## src/design/sri_pkg.sv

```systemverilog
// ----------------------------------------------------------------------------
// sri_pkg: shared definitions for the schedule ramp intensity block
// Day length, datapath widths, trigger modes, register indexes and the
// payload structs that travel down the cell chains.
// ----------------------------------------------------------------------------
`timescale 1ns / 1ps
`default_nettype none

package sri_pkg;

  // Length of the day in minutes.
  localparam int MIN_PER_DAY = 1440;
  // Highest percent level.
  localparam int PCT_MAX     = 100;

  // Field widths.
  localparam int MIN_W  = 11;   // minute of the day
  localparam int SUN_W  = 12;   // signed sun time
  localparam int REG_W  = 16;   // configuration data
  localparam int PCT_W  = 7;    // percent level
  localparam int IDX_W  = 3;    // configuration index

  // Sun time plus offset is biased by a whole number of days so it is never
  // negative before the modulo reduction.
  localparam int SUN_BIAS   = ((32768 + MIN_PER_DAY - 1) / MIN_PER_DAY) * MIN_PER_DAY;
  localparam int PRE_W      = 17;  // holds fixed minute or biased sun sum
  // Reduction cells: one conditional subtract of MIN_PER_DAY << k each.
  localparam int WRAP_CELLS = 6;
  // Ramp divider: one quotient bit per cell, quotient stays below PCT_MAX.
  localparam int DIV_CELLS  = PCT_W;
  localparam int PROD_W     = 18;  // percent difference times minutes

  // Trigger modes.
  typedef enum logic [1:0] {
    MODE_FIXED   = 2'd0,
    MODE_SUNRISE = 2'd1,
    MODE_SUNSET  = 2'd2,
    MODE_INVALID = 2'd3
  } sri_mode_t;

  // Configuration register indexes.
  typedef enum logic [IDX_W-1:0] {
    REG_TRIGGER_MODES = 3'd0,
    REG_START_FIXED   = 3'd1,
    REG_END_FIXED     = 3'd2,
    REG_START_OFFSET  = 3'd3,
    REG_END_OFFSET    = 3'd4,
    REG_LEVEL_PAIR    = 3'd5,
    REG_RAMP_UP       = 3'd6,
    REG_RAMP_DOWN     = 3'd7
  } sri_reg_t;

  // How the final level is picked.
  typedef enum logic [1:0] {
    LVL_OFF    = 2'd0,
    LVL_BASE   = 2'd1,
    LVL_TARGET = 2'd2,
    LVL_RAMP   = 2'd3
  } sri_lvl_t;

  // Trigger before the modulo reduction.
  typedef struct packed {
    logic             ok;
    logic [PRE_W-1:0] pre;
  } sri_pre_t;

  // Side data carried along the reduction chain.
  typedef struct packed {
    logic [MIN_W-1:0] now;
    logic             st_ok;
    logic             en_ok;
  } sri_wrap_side_t;

  // Resolved triggers as reported on the result channel.
  typedef struct packed {
    logic             st_valid;
    logic [MIN_W-1:0] st_minute;
    logic             en_valid;
    logic [MIN_W-1:0] en_minute;
  } sri_trig_t;

  // Side data carried along the divider chain.
  typedef struct packed {
    sri_lvl_t         kind;
    logic             neg;
    logic [PCT_W-1:0] base;
    logic [PCT_W-1:0] tgt;
    sri_trig_t        trig;
  } sri_lvl_side_t;

  // Clamp an 8-bit percent setting to PCT_MAX.
  function automatic logic [PCT_W-1:0] pct_clamp(input logic [7:0] v);
    return (v > 8'(PCT_MAX)) ? PCT_W'(PCT_MAX) : v[PCT_W-1:0];
  endfunction

endpackage

`default_nettype wire

```

## src/design/sri_wrap_cell.sv

```systemverilog
// ----------------------------------------------------------------------------
// sri_wrap_cell: one step of the modulo-day reduction
// Holds the start and end trigger values of one item and subtracts the day
// length shifted by SHIFT from each lane where it fits.
// ----------------------------------------------------------------------------
`timescale 1ns / 1ps
`default_nettype none

module sri_wrap_cell #(
  parameter int SHIFT = 0,
  parameter int SW    = 1
) (
  input  logic                                  clk,
  input  logic                                  rst_n,
  input  logic                                  in_valid,
  output logic                                  in_ready,
  input  logic [1:0][sri_pkg::PRE_W-1:0]        in_rem,
  input  logic [SW-1:0]                         in_side,
  output logic                                  out_valid,
  input  logic                                  out_ready,
  output logic [1:0][sri_pkg::PRE_W-1:0]        out_rem,
  output logic [SW-1:0]                         out_side
);
  import sri_pkg::*;

  localparam logic [PRE_W-1:0] SUB = PRE_W'(MIN_PER_DAY * (2 ** SHIFT));

  logic                    valid_r;
  logic [1:0][PRE_W-1:0]   rem_r;
  logic [1:0][PRE_W-1:0]   rem_nxt;
  logic [SW-1:0]           side_r;

  // The cell takes a new item whenever its own register is free or drains.
  assign in_ready = !valid_r || out_ready;

  // Conditional subtract in both lanes.
  always_comb begin
    for (int i = 0; i < 2; i++) begin
      rem_nxt[i] = (in_rem[i] >= SUB) ? (in_rem[i] - SUB) : in_rem[i];
    end
  end

  always_ff @(posedge clk) begin
    if (!rst_n) begin
      valid_r <= 1'b0;
    end else if (in_ready) begin
      valid_r <= in_valid;
    end
  end

  always_ff @(posedge clk) begin
    if (in_ready && in_valid) begin
      rem_r  <= rem_nxt;
      side_r <= in_side;
    end
  end

  assign out_valid = valid_r;
  assign out_rem   = rem_r;
  assign out_side  = side_r;

endmodule

`default_nettype wire

```

## src/design/sri_div_cell.sv

```systemverilog
// ----------------------------------------------------------------------------
// sri_div_cell: one stage of the restoring ramp divider
// Compares the partial remainder with the divisor shifted by SHIFT, subtracts
// where it fits and shifts the resulting quotient bit in.
// ----------------------------------------------------------------------------
`timescale 1ns / 1ps
`default_nettype none

module sri_div_cell #(
  parameter int SHIFT = 0,
  parameter int SW    = 1
) (
  input  logic                        clk,
  input  logic                        rst_n,
  input  logic                        in_valid,
  output logic                        in_ready,
  input  logic [sri_pkg::PROD_W-1:0]  in_rem,
  input  logic [sri_pkg::MIN_W-1:0]   in_div,
  input  logic [sri_pkg::PCT_W-1:0]   in_quo,
  input  logic [SW-1:0]               in_side,
  output logic                        out_valid,
  input  logic                        out_ready,
  output logic [sri_pkg::PROD_W-1:0]  out_rem,
  output logic [sri_pkg::MIN_W-1:0]   out_div,
  output logic [sri_pkg::PCT_W-1:0]   out_quo,
  output logic [SW-1:0]               out_side
);
  import sri_pkg::*;

  logic                valid_r;
  logic [PROD_W-1:0]   rem_r;
  logic [PROD_W-1:0]   rem_nxt;
  logic [MIN_W-1:0]    div_r;
  logic [PCT_W-1:0]    quo_r;
  logic [PCT_W-1:0]    quo_nxt;
  logic [SW-1:0]       side_r;
  logic [PROD_W-1:0]   sub;
  logic                fits;

  assign in_ready = !valid_r || out_ready;

  // Trial subtract of the shifted divisor.
  always_comb begin
    sub     = PROD_W'(in_div) << SHIFT;
    fits    = (in_rem >= sub);
    rem_nxt = fits ? (in_rem - sub) : in_rem;
    quo_nxt = {in_quo[PCT_W-2:0], fits};
  end

  always_ff @(posedge clk) begin
    if (!rst_n) begin
      valid_r <= 1'b0;
    end else if (in_ready) begin
      valid_r <= in_valid;
    end
  end

  always_ff @(posedge clk) begin
    if (in_ready && in_valid) begin
      rem_r  <= rem_nxt;
      div_r  <= in_div;
      quo_r  <= quo_nxt;
      side_r <= in_side;
    end
  end

  assign out_valid = valid_r;
  assign out_rem   = rem_r;
  assign out_div   = div_r;
  assign out_quo   = quo_r;
  assign out_side  = side_r;

endmodule

`default_nettype wire

```

## src/design/schedule_ramp_intensity.sv

```systemverilog
// ----------------------------------------------------------------------------
// schedule_ramp_intensity: daily lighting window with linear level ramps
// Resolves start and end triggers per query and returns the window state,
// the ramped percent level and both resolved trigger minutes.
// ----------------------------------------------------------------------------
// Usage:
//   Queries enter on the in_ channel (valid/ready) and each gives exactly one
//   result on the out_ channel (valid/ready), in order. The block keeps no
//   state between queries; the cfg_ port writes the eight settings registers
//   and must only be used while no query is in flight.
// Throughput:
//   One query is taken every cycle while the receiver does not stall: the
//   datapath is a chain of registered cells, six for the modulo-day
//   reduction of the triggers and seven for the ramp divider (one quotient
//   bit each), with window and multiply stages between.
// Stalls:
//   Every stage has its own valid bit and moves when the next one is free, so
//   a stalled receiver only holds the final register; input keeps being taken
//   until all stages are full, and nothing is dropped or repeated.
// Reset:
//   rst_n is synchronous and active low. It empties the pipeline and clears
//   all settings registers to zero.
// ----------------------------------------------------------------------------
`timescale 1ns / 1ps
`default_nettype none

module schedule_ramp_intensity (
  input  logic                                clk,
  input  logic                                rst_n,
  // Configuration
  input  logic                                cfg_we,
  input  logic [sri_pkg::IDX_W-1:0]           cfg_index,
  input  logic [sri_pkg::REG_W-1:0]           cfg_wdata,
  // Query channel
  input  logic                                in_valid,
  output logic                                in_ready,
  input  logic [sri_pkg::MIN_W-1:0]           in_now_minute,
  input  logic signed [sri_pkg::SUN_W-1:0]    in_sunrise_minute,
  input  logic signed [sri_pkg::SUN_W-1:0]    in_sunset_minute,
  // Result channel
  output logic                                out_valid,
  input  logic                                out_ready,
  output logic                                out_active,
  output logic [sri_pkg::PCT_W-1:0]           out_level_percent,
  output logic                                out_start_valid,
  output logic [sri_pkg::MIN_W-1:0]           out_start_minute,
  output logic                                out_end_valid,
  output logic [sri_pkg::MIN_W-1:0]           out_end_minute
);
  import sri_pkg::*;

  localparam int WSW = $bits(sri_wrap_side_t);
  localparam int LSW = $bits(sri_lvl_side_t);

  // --------------------------------------------------------------------------
  // Settings registers
  // --------------------------------------------------------------------------
  logic [3:0]        trig_modes_r;
  logic [REG_W-1:0]  start_fixed_r;
  logic [REG_W-1:0]  end_fixed_r;
  logic [REG_W-1:0]  start_offset_r;
  logic [REG_W-1:0]  end_offset_r;
  logic [REG_W-1:0]  level_pair_r;
  logic [REG_W-1:0]  ramp_up_r;
  logic [REG_W-1:0]  ramp_down_r;

  always_ff @(posedge clk) begin
    if (!rst_n) begin
      trig_modes_r   <= '0;
      start_fixed_r  <= '0;
      end_fixed_r    <= '0;
      start_offset_r <= '0;
      end_offset_r   <= '0;
      level_pair_r   <= '0;
      ramp_up_r      <= '0;
      ramp_down_r    <= '0;
    end else if (cfg_we) begin
      unique case (sri_reg_t'(cfg_index))
        REG_TRIGGER_MODES: trig_modes_r   <= cfg_wdata[3:0];
        REG_START_FIXED:   start_fixed_r  <= cfg_wdata;
        REG_END_FIXED:     end_fixed_r    <= cfg_wdata;
        REG_START_OFFSET:  start_offset_r <= cfg_wdata;
        REG_END_OFFSET:    end_offset_r   <= cfg_wdata;
        REG_LEVEL_PAIR:    level_pair_r   <= cfg_wdata;
        REG_RAMP_UP:       ramp_up_r      <= cfg_wdata;
        REG_RAMP_DOWN:     ramp_down_r    <= cfg_wdata;
        default: ;
      endcase
    end
  end

  // Resolve one trigger up to the modulo reduction.
  function automatic sri_pre_t resolve_pre(
    input sri_mode_t                mode,
    input logic [REG_W-1:0]         fixed,
    input logic signed [REG_W-1:0]  offs,
    input logic signed [SUN_W-1:0]  rise,
    input logic signed [SUN_W-1:0]  set
  );
    logic signed [SUN_W-1:0]  sun;
    logic signed [PRE_W:0]    sum;
    sri_pre_t                 res;
    sun = (mode == MODE_SUNRISE) ? rise : set;
    sum = (PRE_W+1)'(sun) + (PRE_W+1)'(offs) + (PRE_W+1)'(SUN_BIAS);
    unique case (mode) inside
      MODE_FIXED: begin
        res.ok  = (fixed < REG_W'(MIN_PER_DAY));
        res.pre = PRE_W'(fixed);
      end
      MODE_SUNRISE, MODE_SUNSET: begin
        res.ok  = !sun[SUN_W-1];
        res.pre = sum[PRE_W-1:0];
      end
      default: begin
        res.ok  = 1'b0;
        res.pre = '0;
      end
    endcase
    return res;
  endfunction

  // --------------------------------------------------------------------------
  // Stage 0: input register, triggers resolved before wrapping
  // --------------------------------------------------------------------------
  logic [WRAP_CELLS:0]     wv;
  logic [WRAP_CELLS:0]     wrdy;
  logic [1:0][PRE_W-1:0]   wrem  [WRAP_CELLS+1];
  sri_wrap_side_t          wside [WRAP_CELLS+1];

  logic                    p0_valid_r;
  logic [1:0][PRE_W-1:0]   p0_rem_r;
  sri_wrap_side_t          p0_side_r;
  sri_pre_t                st_pre;
  sri_pre_t                en_pre;
  logic                    p0_rdy;

  assign st_pre = resolve_pre(sri_mode_t'(trig_modes_r[1:0]), start_fixed_r,
                              start_offset_r, in_sunrise_minute, in_sunset_minute);
  assign en_pre = resolve_pre(sri_mode_t'(trig_modes_r[3:2]), end_fixed_r,
                              end_offset_r, in_sunrise_minute, in_sunset_minute);

  assign p0_rdy   = !p0_valid_r || wrdy[0];
  assign in_ready = p0_rdy;

  always_ff @(posedge clk) begin
    if (!rst_n) begin
      p0_valid_r <= 1'b0;
    end else if (p0_rdy) begin
      p0_valid_r <= in_valid;
    end
  end

  always_ff @(posedge clk) begin
    if (p0_rdy && in_valid) begin
      p0_rem_r[0]     <= st_pre.pre;
      p0_rem_r[1]     <= en_pre.pre;
      p0_side_r.now   <= in_now_minute;
      p0_side_r.st_ok <= st_pre.ok;
      p0_side_r.en_ok <= en_pre.ok;
    end
  end

  // --------------------------------------------------------------------------
  // Modulo-day reduction chain
  // --------------------------------------------------------------------------
  assign wv[0]    = p0_valid_r;
  assign wrem[0]  = p0_rem_r;
  assign wside[0] = p0_side_r;

  for (genvar g = 0; g < WRAP_CELLS; g++) begin : g_wrap
    sri_wrap_cell #(
      .SHIFT (WRAP_CELLS - 1 - g),
      .SW    (WSW)
    ) u_cell (
      .clk       (clk),
      .rst_n     (rst_n),
      .in_valid  (wv[g]),
      .in_ready  (wrdy[g]),
      .in_rem    (wrem[g]),
      .in_side   (wside[g]),
      .out_valid (wv[g+1]),
      .out_ready (wrdy[g+1]),
      .out_rem   (wrem[g+1]),
      .out_side  (wside[g+1])
    );
  end

  // --------------------------------------------------------------------------
  // Stage 1: window duration and elapsed time
  // --------------------------------------------------------------------------
  logic              p1_valid_r;
  logic              p1_ok_r;
  logic [MIN_W-1:0]  p1_dur_r;
  logic [MIN_W-1:0]  p1_el_r;
  sri_trig_t         p1_trig_r;
  logic              p1_rdy;
  logic              p2_rdy;

  logic [MIN_W-1:0]  w_st;
  logic [MIN_W-1:0]  w_en;
  logic [MIN_W-1:0]  w_now;
  logic [MIN_W:0]    dur_wrap;
  logic [MIN_W:0]    el_wrap;
  logic [MIN_W-1:0]  p1_dur_nxt;
  logic [MIN_W-1:0]  p1_el_nxt;
  sri_trig_t         p1_trig_nxt;
  logic              p1_ok_nxt;

  always_comb begin
    w_st  = wrem[WRAP_CELLS][0][MIN_W-1:0];
    w_en  = wrem[WRAP_CELLS][1][MIN_W-1:0];
    w_now = wside[WRAP_CELLS].now;
    // Differences taken modulo the day.
    dur_wrap = (w_en >= w_st)
             ? ((MIN_W+1)'(w_en) - (MIN_W+1)'(w_st))
             : ((MIN_W+1)'(w_en) + (MIN_W+1)'(MIN_PER_DAY) - (MIN_W+1)'(w_st));
    el_wrap  = (w_now >= w_st)
             ? ((MIN_W+1)'(w_now) - (MIN_W+1)'(w_st))
             : ((MIN_W+1)'(w_now) + (MIN_W+1)'(MIN_PER_DAY) - (MIN_W+1)'(w_st));
    // Equal start and end covers the whole day.
    p1_dur_nxt = (dur_wrap == '0) ? MIN_W'(MIN_PER_DAY) : dur_wrap[MIN_W-1:0];
    p1_el_nxt  = el_wrap[MIN_W-1:0];
    p1_ok_nxt  = wside[WRAP_CELLS].st_ok && wside[WRAP_CELLS].en_ok
              && (w_now < MIN_W'(MIN_PER_DAY));
    p1_trig_nxt.st_valid  = wside[WRAP_CELLS].st_ok;
    p1_trig_nxt.st_minute = wside[WRAP_CELLS].st_ok ? w_st : '0;
    p1_trig_nxt.en_valid  = wside[WRAP_CELLS].en_ok;
    p1_trig_nxt.en_minute = wside[WRAP_CELLS].en_ok ? w_en : '0;
  end

  assign p1_rdy           = !p1_valid_r || p2_rdy;
  assign wrdy[WRAP_CELLS] = p1_rdy;

  always_ff @(posedge clk) begin
    if (!rst_n) begin
      p1_valid_r <= 1'b0;
    end else if (p1_rdy) begin
      p1_valid_r <= wv[WRAP_CELLS];
    end
  end

  always_ff @(posedge clk) begin
    if (p1_rdy && wv[WRAP_CELLS]) begin
      p1_ok_r   <= p1_ok_nxt;
      p1_dur_r  <= p1_dur_nxt;
      p1_el_r   <= p1_el_nxt;
      p1_trig_r <= p1_trig_nxt;
    end
  end

  // --------------------------------------------------------------------------
  // Stage 2: window check, remaining time, ramp lengths clamped
  // --------------------------------------------------------------------------
  logic              p2_valid_r;
  logic              p2_off_r;
  logic              p2_end_r;
  logic [MIN_W-1:0]  p2_el_r;
  logic [MIN_W-1:0]  p2_rem_r;
  logic [MIN_W-1:0]  p2_up_r;
  logic [MIN_W-1:0]  p2_dn_r;
  sri_trig_t         p2_trig_r;
  logic              p3_rdy;

  assign p2_rdy = !p2_valid_r || p3_rdy;

  always_ff @(posedge clk) begin
    if (!rst_n) begin
      p2_valid_r <= 1'b0;
    end else if (p2_rdy) begin
      p2_valid_r <= p1_valid_r;
    end
  end

  always_ff @(posedge clk) begin
    if (p2_rdy && p1_valid_r) begin
      p2_off_r  <= !p1_ok_r || (p1_el_r > p1_dur_r);
      p2_end_r  <= (p1_el_r == p1_dur_r);
      p2_el_r   <= p1_el_r;
      p2_rem_r  <= p1_dur_r - p1_el_r;
      p2_up_r   <= (ramp_up_r > REG_W'(p1_dur_r)) ? p1_dur_r : ramp_up_r[MIN_W-1:0];
      p2_dn_r   <= (ramp_down_r > REG_W'(p1_dur_r)) ? p1_dur_r : ramp_down_r[MIN_W-1:0];
      p2_trig_r <= p1_trig_r;
    end
  end

  // --------------------------------------------------------------------------
  // Stage 3: ramp selection, dividend factor and divisor
  // --------------------------------------------------------------------------
  logic              p3_valid_r;
  logic [MIN_W-1:0]  p3_n_r;
  logic [MIN_W-1:0]  p3_d_r;
  logic [PCT_W-1:0]  p3_mag_r;
  sri_lvl_side_t     p3_side_r;
  logic              p4_rdy;

  logic              use_up;
  logic              use_dn;
  logic [PCT_W-1:0]  lvl_base;
  logic [PCT_W-1:0]  lvl_tgt;
  logic [MIN_W-1:0]  p3_n_nxt;
  logic [MIN_W-1:0]  p3_d_nxt;
  logic [PCT_W-1:0]  p3_mag_nxt;
  sri_lvl_side_t     p3_side_nxt;

  always_comb begin
    lvl_tgt  = pct_clamp(level_pair_r[7:0]);
    lvl_base = pct_clamp(level_pair_r[15:8]);
    use_up   = (p2_el_r < p2_up_r);
    use_dn   = !use_up && (p2_rem_r < p2_dn_r);
    p3_n_nxt = use_up ? p2_el_r : (use_dn ? p2_rem_r : '0);
    p3_d_nxt = use_up ? p2_up_r : (use_dn ? p2_dn_r : MIN_W'(1));
    p3_side_nxt.neg  = (lvl_tgt < lvl_base);
    p3_mag_nxt       = p3_side_nxt.neg ? (lvl_base - lvl_tgt) : (lvl_tgt - lvl_base);
    p3_side_nxt.base = lvl_base;
    p3_side_nxt.tgt  = lvl_tgt;
    p3_side_nxt.trig = p2_trig_r;
    if (p2_off_r) begin
      p3_side_nxt.kind = LVL_OFF;
    end else if (p2_end_r) begin
      p3_side_nxt.kind = LVL_BASE;
    end else if (use_up || use_dn) begin
      p3_side_nxt.kind = LVL_RAMP;
    end else begin
      p3_side_nxt.kind = LVL_TARGET;
    end
  end

  assign p3_rdy = !p3_valid_r || p4_rdy;

  always_ff @(posedge clk) begin
    if (!rst_n) begin
      p3_valid_r <= 1'b0;
    end else if (p3_rdy) begin
      p3_valid_r <= p2_valid_r;
    end
  end

  always_ff @(posedge clk) begin
    if (p3_rdy && p2_valid_r) begin
      p3_n_r    <= p3_n_nxt;
      p3_d_r    <= p3_d_nxt;
      p3_mag_r  <= p3_mag_nxt;
      p3_side_r <= p3_side_nxt;
    end
  end

  // --------------------------------------------------------------------------
  // Stage 4: level difference times minutes into the ramp
  // --------------------------------------------------------------------------
  logic [DIV_CELLS:0]  dv;
  logic [DIV_CELLS:0]  drdy;
  logic [PROD_W-1:0]   drem  [DIV_CELLS+1];
  logic [MIN_W-1:0]    ddiv  [DIV_CELLS+1];
  logic [PCT_W-1:0]    dquo  [DIV_CELLS+1];
  sri_lvl_side_t       dside [DIV_CELLS+1];

  logic                p4_valid_r;
  logic [PROD_W-1:0]   p4_prod_r;
  logic [MIN_W-1:0]    p4_d_r;
  sri_lvl_side_t       p4_side_r;

  assign p4_rdy = !p4_valid_r || drdy[0];

  always_ff @(posedge clk) begin
    if (!rst_n) begin
      p4_valid_r <= 1'b0;
    end else if (p4_rdy) begin
      p4_valid_r <= p3_valid_r;
    end
  end

  always_ff @(posedge clk) begin
    if (p4_rdy && p3_valid_r) begin
      p4_prod_r <= PROD_W'(p3_mag_r) * PROD_W'(p3_n_r);
      p4_d_r    <= p3_d_r;
      p4_side_r <= p3_side_r;
    end
  end

  // --------------------------------------------------------------------------
  // Ramp divider chain
  // --------------------------------------------------------------------------
  assign dv[0]    = p4_valid_r;
  assign drem[0]  = p4_prod_r;
  assign ddiv[0]  = p4_d_r;
  assign dquo[0]  = '0;
  assign dside[0] = p4_side_r;

  for (genvar g = 0; g < DIV_CELLS; g++) begin : g_div
    sri_div_cell #(
      .SHIFT (DIV_CELLS - 1 - g),
      .SW    (LSW)
    ) u_cell (
      .clk       (clk),
      .rst_n     (rst_n),
      .in_valid  (dv[g]),
      .in_ready  (drdy[g]),
      .in_rem    (drem[g]),
      .in_div    (ddiv[g]),
      .in_quo    (dquo[g]),
      .in_side   (dside[g]),
      .out_valid (dv[g+1]),
      .out_ready (drdy[g+1]),
      .out_rem   (drem[g+1]),
      .out_div   (ddiv[g+1]),
      .out_quo   (dquo[g+1]),
      .out_side  (dside[g+1])
    );
  end

  // --------------------------------------------------------------------------
  // Output register: final level selection
  // --------------------------------------------------------------------------
  logic              out_valid_r;
  logic              out_active_r;
  logic [PCT_W-1:0]  out_level_r;
  sri_trig_t         out_trig_r;
  logic              out_rdy;
  logic [PCT_W-1:0]  level_nxt;
  sri_lvl_side_t     fin;
  logic [PCT_W-1:0]  fin_quo;

  always_comb begin
    fin     = dside[DIV_CELLS];
    fin_quo = dquo[DIV_CELLS];
    case (fin.kind)
      LVL_OFF:    level_nxt = '0;
      LVL_BASE:   level_nxt = fin.base;
      LVL_TARGET: level_nxt = fin.tgt;
      LVL_RAMP:   level_nxt = fin.neg ? (fin.base - fin_quo) : (fin.base + fin_quo);
      default:    level_nxt = '0;
    endcase
  end

  assign out_rdy         = !out_valid_r || out_ready;
  assign drdy[DIV_CELLS] = out_rdy;

  always_ff @(posedge clk) begin
    if (!rst_n) begin
      out_valid_r <= 1'b0;
    end else if (out_rdy) begin
      out_valid_r <= dv[DIV_CELLS];
    end
  end

  always_ff @(posedge clk) begin
    if (out_rdy && dv[DIV_CELLS]) begin
      out_active_r <= (fin.kind != LVL_OFF);
      out_level_r  <= level_nxt;
      out_trig_r   <= fin.trig;
    end
  end

  assign out_valid         = out_valid_r;
  assign out_active        = out_active_r;
  assign out_level_percent = out_level_r;
  assign out_start_valid   = out_trig_r.st_valid;
  assign out_start_minute  = out_trig_r.st_minute;
  assign out_end_valid     = out_trig_r.en_valid;
  assign out_end_minute    = out_trig_r.en_minute;

endmodule

`default_nettype wire

```

## config.mk

```make
export PLATFORM = sky130hd
export DESIGN_NAME = schedule_ramp_intensity
export DESIGN_NICKNAME = d
export VERILOG_FILES = /design/src/design/sri_pkg.sv /design/src/design/sri_wrap_cell.sv /design/src/design/sri_div_cell.sv /design/src/design/schedule_ramp_intensity.sv
export SDC_FILE = /design/constraint.sdc
export NUM_CORES = 2
export LEC_CHECK = 0
export BUFFER_PORTS_ARGS = -buffer_cell sky130_fd_sc_hd__buf_2
export CORE_AREA = 2 2 322 324
export DETAILED_ROUTE_END_ITERATION = 12
export DIE_AREA = 0 0 324 326
export PLACE_DENSITY = 0.74
export SLEW_MARGIN = 30
export SYNTH_ARGS = -nofsm -noshare
export SYNTH_HDL_FRONTEND = slang
export SYNTH_SLANG_ARGS = --single-unit
```

## constraint.sdc

```tcl
create_clock -name clk -period 9.7 [get_ports clk]
set_clock_uncertainty 0.05 [all_clocks]
set_input_delay 0.485 -clock clk [delete_from_list [all_inputs] [get_ports clk]]
set_output_delay 0.485 -clock clk [all_outputs]
set_load 0.05 [all_outputs]
```

# Yosys cells after proc, flatten, opt, wreduce, memory -nomap -nowiden
# Cells that the tools add are included.
# Widths: inputs -> output; s select.
dict set report totals {
  reg_bits 1230
  inputBits 59
  out_inout_bits 34
  elab_cells 322
}
dict set report classes {
  add_sub_neg 33
  n_mul 1
  order_cmp 32
  eq_ne 15
  muxes 37
  n_reduce_logical 83
}
# operator count
set ops {}
lappend ops {{$mux 17} 10}
lappend ops {{$mux 18} 6}
lappend ops {{$mux 11} 9}
lappend ops {{$pmux 18 s2} 2}
lappend ops {{$mux 12} 3}
lappend ops {{$add 12x16->17} 2}
lappend ops {{$add 17x17->17 const B} 2}
lappend ops {{$ge 17x11->1 const B} 2}
lappend ops {{$ge 17x12->1 const B} 2}
lappend ops {{$ge 17x13->1 const B} 2}
lappend ops {{$ge 17x14->1 const B} 2}
lappend ops {{$ge 17x15->1 const B} 2}
lappend ops {{$ge 17x16->1 const B} 2}
lappend ops {{$sub 17x12->17 const B} 2}
lappend ops {{$sub 17x13->17 const B} 2}
lappend ops {{$sub 17x14->17 const B} 2}
lappend ops {{$sub 17x15->17 const B} 2}
lappend ops {{$sub 17x16->17 const B} 2}
lappend ops {{$sub 11x11->11} 3}
lappend ops {{$gt 16x11->1} 2}
lappend ops {{$lt 16x11->1 const B} 2}
lappend ops {{$mux 7} 4}
lappend ops {{$pmux 7 s4} 1}
lappend ops {{$logic_not 1->1} 23}
lappend ops {{42 further kinds} 110}

# Logic depth before layout (Yosys ltp)
dict set report depth {
  word_depth 21
  mapped_depth 19
  ltp_nobuf 18
}

# By module
# A second synthesis with hierarchy kept.
dict set report hier_totals {
  cells_unflattened 4483
  area_unflattened_um2 60072.6
}
# mod instances cells_per_inst area_each_um2 seq_area_each_um2
set modules_own_cells {}
lappend modules_own_cells {schedule_ramp_intensity 1 2257 25275.5 12532.0}
lappend modules_own_cells {{sri_div_cell at g_div[1].u_cell} 1 206 3239.4 2332.2}
lappend modules_own_cells {{sri_div_cell at g_div[5].u_cell} 1 212 3236.9 2332.2}
lappend modules_own_cells {{sri_div_cell at g_div[3].u_cell} 1 192 3233.1 2332.2}
lappend modules_own_cells {{sri_div_cell at g_div[6].u_cell} 1 207 3221.8 2332.2}
lappend modules_own_cells {{sri_div_cell at g_div[4].u_cell} 1 206 3176.8 2332.2}
lappend modules_own_cells {{sri_div_cell at g_div[0].u_cell} 1 187 3160.5 2332.2}
lappend modules_own_cells {{sri_div_cell at g_div[2].u_cell} 1 196 3090.5 2332.2}
lappend modules_own_cells {{sri_wrap_cell at g_wrap[5].u_cell} 1 159 2193.4 1431.4}
lappend modules_own_cells {{sri_wrap_cell at g_wrap[4].u_cell} 1 148 2185.8 1431.4}
lappend modules_own_cells {{sri_wrap_cell at g_wrap[3].u_cell} 1 138 2067.0 1431.4}
lappend modules_own_cells {{sri_wrap_cell at g_wrap[2].u_cell} 1 129 2024.4 1431.4}
lappend modules_own_cells {{sri_wrap_cell at g_wrap[0].u_cell} 1 119 1999.4 1431.4}
lappend modules_own_cells {{sri_wrap_cell at g_wrap[1].u_cell} 1 127 1968.1 1431.4}

# Worst setup path before layout
# OpenSTA, ideal clock, no wires.
dict set report synth_timing {
  kind {flip-flop to flip-flop}
  startpoint {reg out_valid_r, in the netlist out_valid}
  endpoint {reg p2_dn_r[0], enable pin}
  setup_time_ps 605
  arrival_ps 6787
  required_time_ps 9045
  path_slack_ps 2258
  path_stages_with_launch 8
  n_path_buf 1
  synth_period_minus_slack_ps 7442
  cell_sequence {dfxtp_1 > and2b_1 > and3_1 > and3_1 > and3_1 > clkbuf_1 > and2_1 > a21boi_0}
}
dict set report synth_between {
  elab_chain_cells 13
}
# item line
set synth_lines {}
lappend synth_lines {{from (decl)} schedule_ramp_intensity.sv:414} ;# logic out_valid_r;
lappend synth_lines {{from (signal assigned)} schedule_ramp_intensity.sv:442} ;# out_valid_r <= dv[DIV_CELLS];
lappend synth_lines {{$logic_not 1->1} schedule_ramp_intensity.sv:435} ;# assign out_rdy = !out_valid_r || out_ready;
lappend synth_lines {{$logic_or 1x1->1} schedule_ramp_intensity.sv:435}
lappend synth_lines {{$logic_or 1x1->1 (7 in a row)} sri_div_cell.sv:40} ;# assign in_ready = !valid_r || out_ready;
lappend synth_lines {{$logic_or 1x1->1} schedule_ramp_intensity.sv:362} ;# assign p4_rdy = !p4_valid_r || drdy[0];
lappend synth_lines {{$logic_or 1x1->1} schedule_ramp_intensity.sv:328} ;# assign p3_rdy = !p3_valid_r || p4_rdy;
lappend synth_lines {{$logic_or 1x1->1} schedule_ramp_intensity.sv:264} ;# assign p2_rdy = !p2_valid_r || p3_rdy;
lappend synth_lines {{$logic_and 1x1->1} schedule_ramp_intensity.sv:275} ;# if (p2_rdy && p1_valid_r) begin
lappend synth_lines {{to (signal assigned)} schedule_ramp_intensity.sv:281} ;# p2_dn_r <= (ramp_down_r > REG_W'(p1_dur_r)) ? p1_dur_r : ramp_down_r[MIN_W-1:0];
lappend synth_lines {{to (decl)} schedule_ramp_intensity.sv:260} ;# logic [MIN_W-1:0] p2_dn_r;
# No other way between the ends.
# A chain may end at the register's enable or synchronous reset.

# Worst setup path after layout
dict set report layout_timing {
  startpoint {reg p3_mag_r[3]}
  endpoint {reg p4_prod_r[15], data pin}
}
dict set report layout_between {
  elab_chain_cells 1
}
# item line
set layout_lines {}
lappend layout_lines {{from (decl)} schedule_ramp_intensity.sv:292} ;# logic [PCT_W-1:0] p3_mag_r;
lappend layout_lines {{from (signal assigned)} schedule_ramp_intensity.sv:342} ;# p3_mag_r <= p3_mag_nxt;
lappend layout_lines {{$mul 7x11->18} schedule_ramp_intensity.sv:374} ;# p4_prod_r <= PROD_W'(p3_mag_r) * PROD_W'(p3_n_r);
lappend layout_lines {{to (signal assigned)} schedule_ramp_intensity.sv:374}
lappend layout_lines {{to (decl)} schedule_ramp_intensity.sv:358} ;# logic [PROD_W-1:0] p4_prod_r;
# No other way between the ends.

==> impl_metrics.env <==
export IMPL_fillers=7784
export IMPL_via_count=31500
export IMPL_cp_max_fo=11
export IMPL_diodes=0
export IMPL_cp_end_kind="flip-flop"
export IMPL_synth_cell_type_count=83
export IMPL_dieArea_sq_mm=0.106
export IMPL_antenna_left=0
export IMPL_synth_seq_cells=1230
export IMPL_yosys_area_top_type_share_pct=58.9
export IMPL_fp_dieW_um=324
export IMPL_outcome="finished, final reports clean"
export IMPL_clock_latency_ns=0.70
export IMPL_critical_path_class="reg2reg"
export IMPL_ys_async_sr_fraction_pct=0
export IMPL_cp_arrival_ns=5.63
export IMPL_h_tree_depth=3
export IMPL_antenna_found_initial=0
export IMPL_synthCells=4228
export IMPL_finalSetupViolCount=0
export IMPL_synth_cell_area_sq_mm=0.0558
export IMPL_drive_gt1_share_pct=9.33
export IMPL_final_util_pct=60.5
export IMPL_yosysTopAreaCell="edfxtp_1"
export IMPL_power_leakage_uw=0.0233
export IMPL_period_share_pct=52.8
export IMPL_max_slew_worst_pin_slew_ns=0.928
export IMPL_seq_area_frac_synth_pct=63.7
export IMPL_hold_violations=0
export IMPL_powerDensity_mw_per_mm2=170
export IMPL_cap_violations=0
export IMPL_fmax_mhz=195
export IMPL_wirelength_mm=99.7
export IMPL_grt_first_pass_wirelength_mm=161
export IMPL_syn_avg_cell_area_sq_um=13.2
export IMPL_viasPerCell=5.35
export IMPL_drt_iter0_markers=1942
export IMPL_cts_root_buf="clkbuf_16"
export IMPL_core_sq_mm=0.103
export IMPL_cts_buffers=119
export IMPL_dieHeight_um=326
export IMPL_numPortBuffers=92
export IMPL_clockBufferDepth=3
export IMPL_initial_utilization_pct=54.4
export IMPL_irDropWorstVdd_mv=0.184
export IMPL_std_cell_rows=118
export IMPL_syn_to_final_growth_pct=11.1
export IMPL_grtUsageTotal_pct=19.2
export IMPL_synth_fp_nets=4679
export IMPL_placed_cell_area_sq_mm=0.0580
export IMPL_yosys_top_cells_area="edfxtp_1, ha_1, dfxtp_1, nand2_1, fa_1"
export IMPL_synthTopCellsByCount="edfxtp_1, nand2_1, inv_1, ha_1, nor2_1"
export IMPL_synth_most_common_cell="edfxtp_1"
export IMPL_hold_slack_ns=0.128
export IMPL_stdcell_area_sq_mm=0.0621
export IMPL_clkTransAtPathRegs_ns=0.06
export IMPL_synthFlopType="edfxtp_1"
export IMPL_grt_max_degree=84
export IMPL_io_pins=93
export IMPL_overflow=0
export IMPL_hpwl_mm=71.6
export IMPL_min_period_ns=5.13
export IMPL_final_nets=4847
export IMPL_post_route_drc_count=0
export IMPL_cts_setup_buffers=0
export IMPL_final_setup_tns_ns=0
export IMPL_worstPathRequired_ns=10.21
export IMPL_rsz0062_at_grt="no"
export IMPL_clock_sinks=1230
export IMPL_grt_pass1_vias=31300
export IMPL_wl_per_cell_um=17.0
export IMPL_crit_path_start_kind="flip-flop"
export IMPL_slew_headroom_pct=38.1
export IMPL_cts_tree="done"
export IMPL_gp_congestion=0.905
export IMPL_firstDrtPassIters=8
export IMPL_synth_edf_count=1095
export IMPL_slew_violations=0
export IMPL_holdCritPathClass="in2reg"
export IMPL_synth_warnings=0
==> what timing repair did <==
item                                   CTS  global route
endpoints found under the hold margin   12             0
hold buffers                            12             0
resized for setup                        0             0
==> sequential cells by signal, indices dropped and copies added, names as in the netlist, 13 cells and up <==
name and flops:
level_pair_r 16, start_offset_r 16, g_div.u_cell.out_div 66, end_fixed_r 16
dside 41, g_div.u_cell.out_side 287, g_div.u_cell.out_quo 28, g_wrap.u_cell.out_side 78
p0_rem_r 34, p0_side_r 13, ramp_up_r 16, g_wrap.u_cell.out_rem 192
p3_side_r 41, ramp_down_r 16, p1_trig_r 24, end_offset_r 16
g_div.u_cell.out_rem 108, start_fixed_r 16, p4_prod_r 18, p2_trig_r 24
==> cell type report <==
class	instances	area, sq um	share of cell area, %
timing repair buffer	134	843	1.36
sequential	1230	35600	57.3
inverter	370	1390	2.24
tap	1380	1730	2.78
clock inverter	69	609	0.982
clock buffer	158	3240	5.22
multi-input combinational	2541	18700	30.1
==> routing by layer <==
layer | GRT usage, % | wire, um | vias to the layer above
met1 | 23.9 | 41700 | 15100
met3 | 2.91 | 3960 | 216
met4 | 7.18 | 3720 | 0
met5 | 0 | 0 | -
li1 | - | - | 15500
met2 | 33.9 | 50300 | 642
==> kinds of logic (layout without fill, tap and decap cells) <==
logic type	after synthesis	after routing	synth area share (%)
xor gates and xnor gates	217	217	3.40
and+or+nand+nor	1139	1139	9.87
muxes	91	91	1.80
buffers and inverters	457	731	3.14
adders and majority gates	392	392	9.75
AOI/OAI and AO/OA	702	702	8.30
DFF	1230	1230	63.7
==> placed cells by master, fill, tap and decap left out, types with 61 or more instances in the layout <==
cell and instances:
a21boi_0 124, a21oi_1 172, and2_1 78, buf_2 91, clkbuf_16 121, dfxtp_1 135, edfxtp_1 1095, fa_1 72
ha_1 320, inv_1 370, mux2_2 61, nand2_1 440, nor2_1 230, o21ai_0 110, xnor2_1 134, xor2_1 83
==> final timing paths <==
kind                                                                to  cells after the start                              startpoint  slack [ns]
worst max-delay path                           p4_prod_r[15]$_DFFE_PP_                     18                   p3_mag_r[3]$_DFFE_PP_        4.57
worst min-delay path                     end_offset_r[13]$_SDFFE_PN0P_                      3                           cfg_wdata[13]        0.13
worst max register to register                 p4_prod_r[15]$_DFFE_PP_                     18                   p3_mag_r[3]$_DFFE_PP_        4.57
worst min register to register  g_wrap[1].u_cell.out_side[1]$_DFFE_PP_                      0  g_wrap[0].u_cell.out_side[1]$_DFFE_PP_        0.35
==> metrics by stage <==
stage	total power (uW)	worst slack [ns]	cells
floorplan	6100	2.26	4228
global placement	6200	4.62	5640
detailed placement	6210	4.62	5641
CTS	10700	4.58	5880
global route	10900	4.30	5882
finish	10600	4.57	5882
==> where the power goes <==
part | total (uW) | switching [uW] | internal [uW] | leakage, uW
clock network | 4460 | 1890 | 2570 | 0.00187
logic | 318 | 191 | 127 | 0.0103
registers | 5790 | 30.0 | 5760 | 0.0111
==> critical path: stages (launching register included) <==
cell and delay [ns]:
edfxtp_1 0.55, and2_1 0.23, fa_1 0.53, inv_1 0.05, fa_1 0.47, inv_1 0.05
fa_1 0.53, inv_1 0.05, fa_1 0.52, inv_1 0.04, ha_1 0.33, inv_1 0.10
nor2_1 0.05, a31o_2 0.22, o22a_1 0.21, a211oi_1 0.31, o21bai_1 0.16, or4_1 0.41
nand4_1 0.10
(Power assumes the default switching activity.)
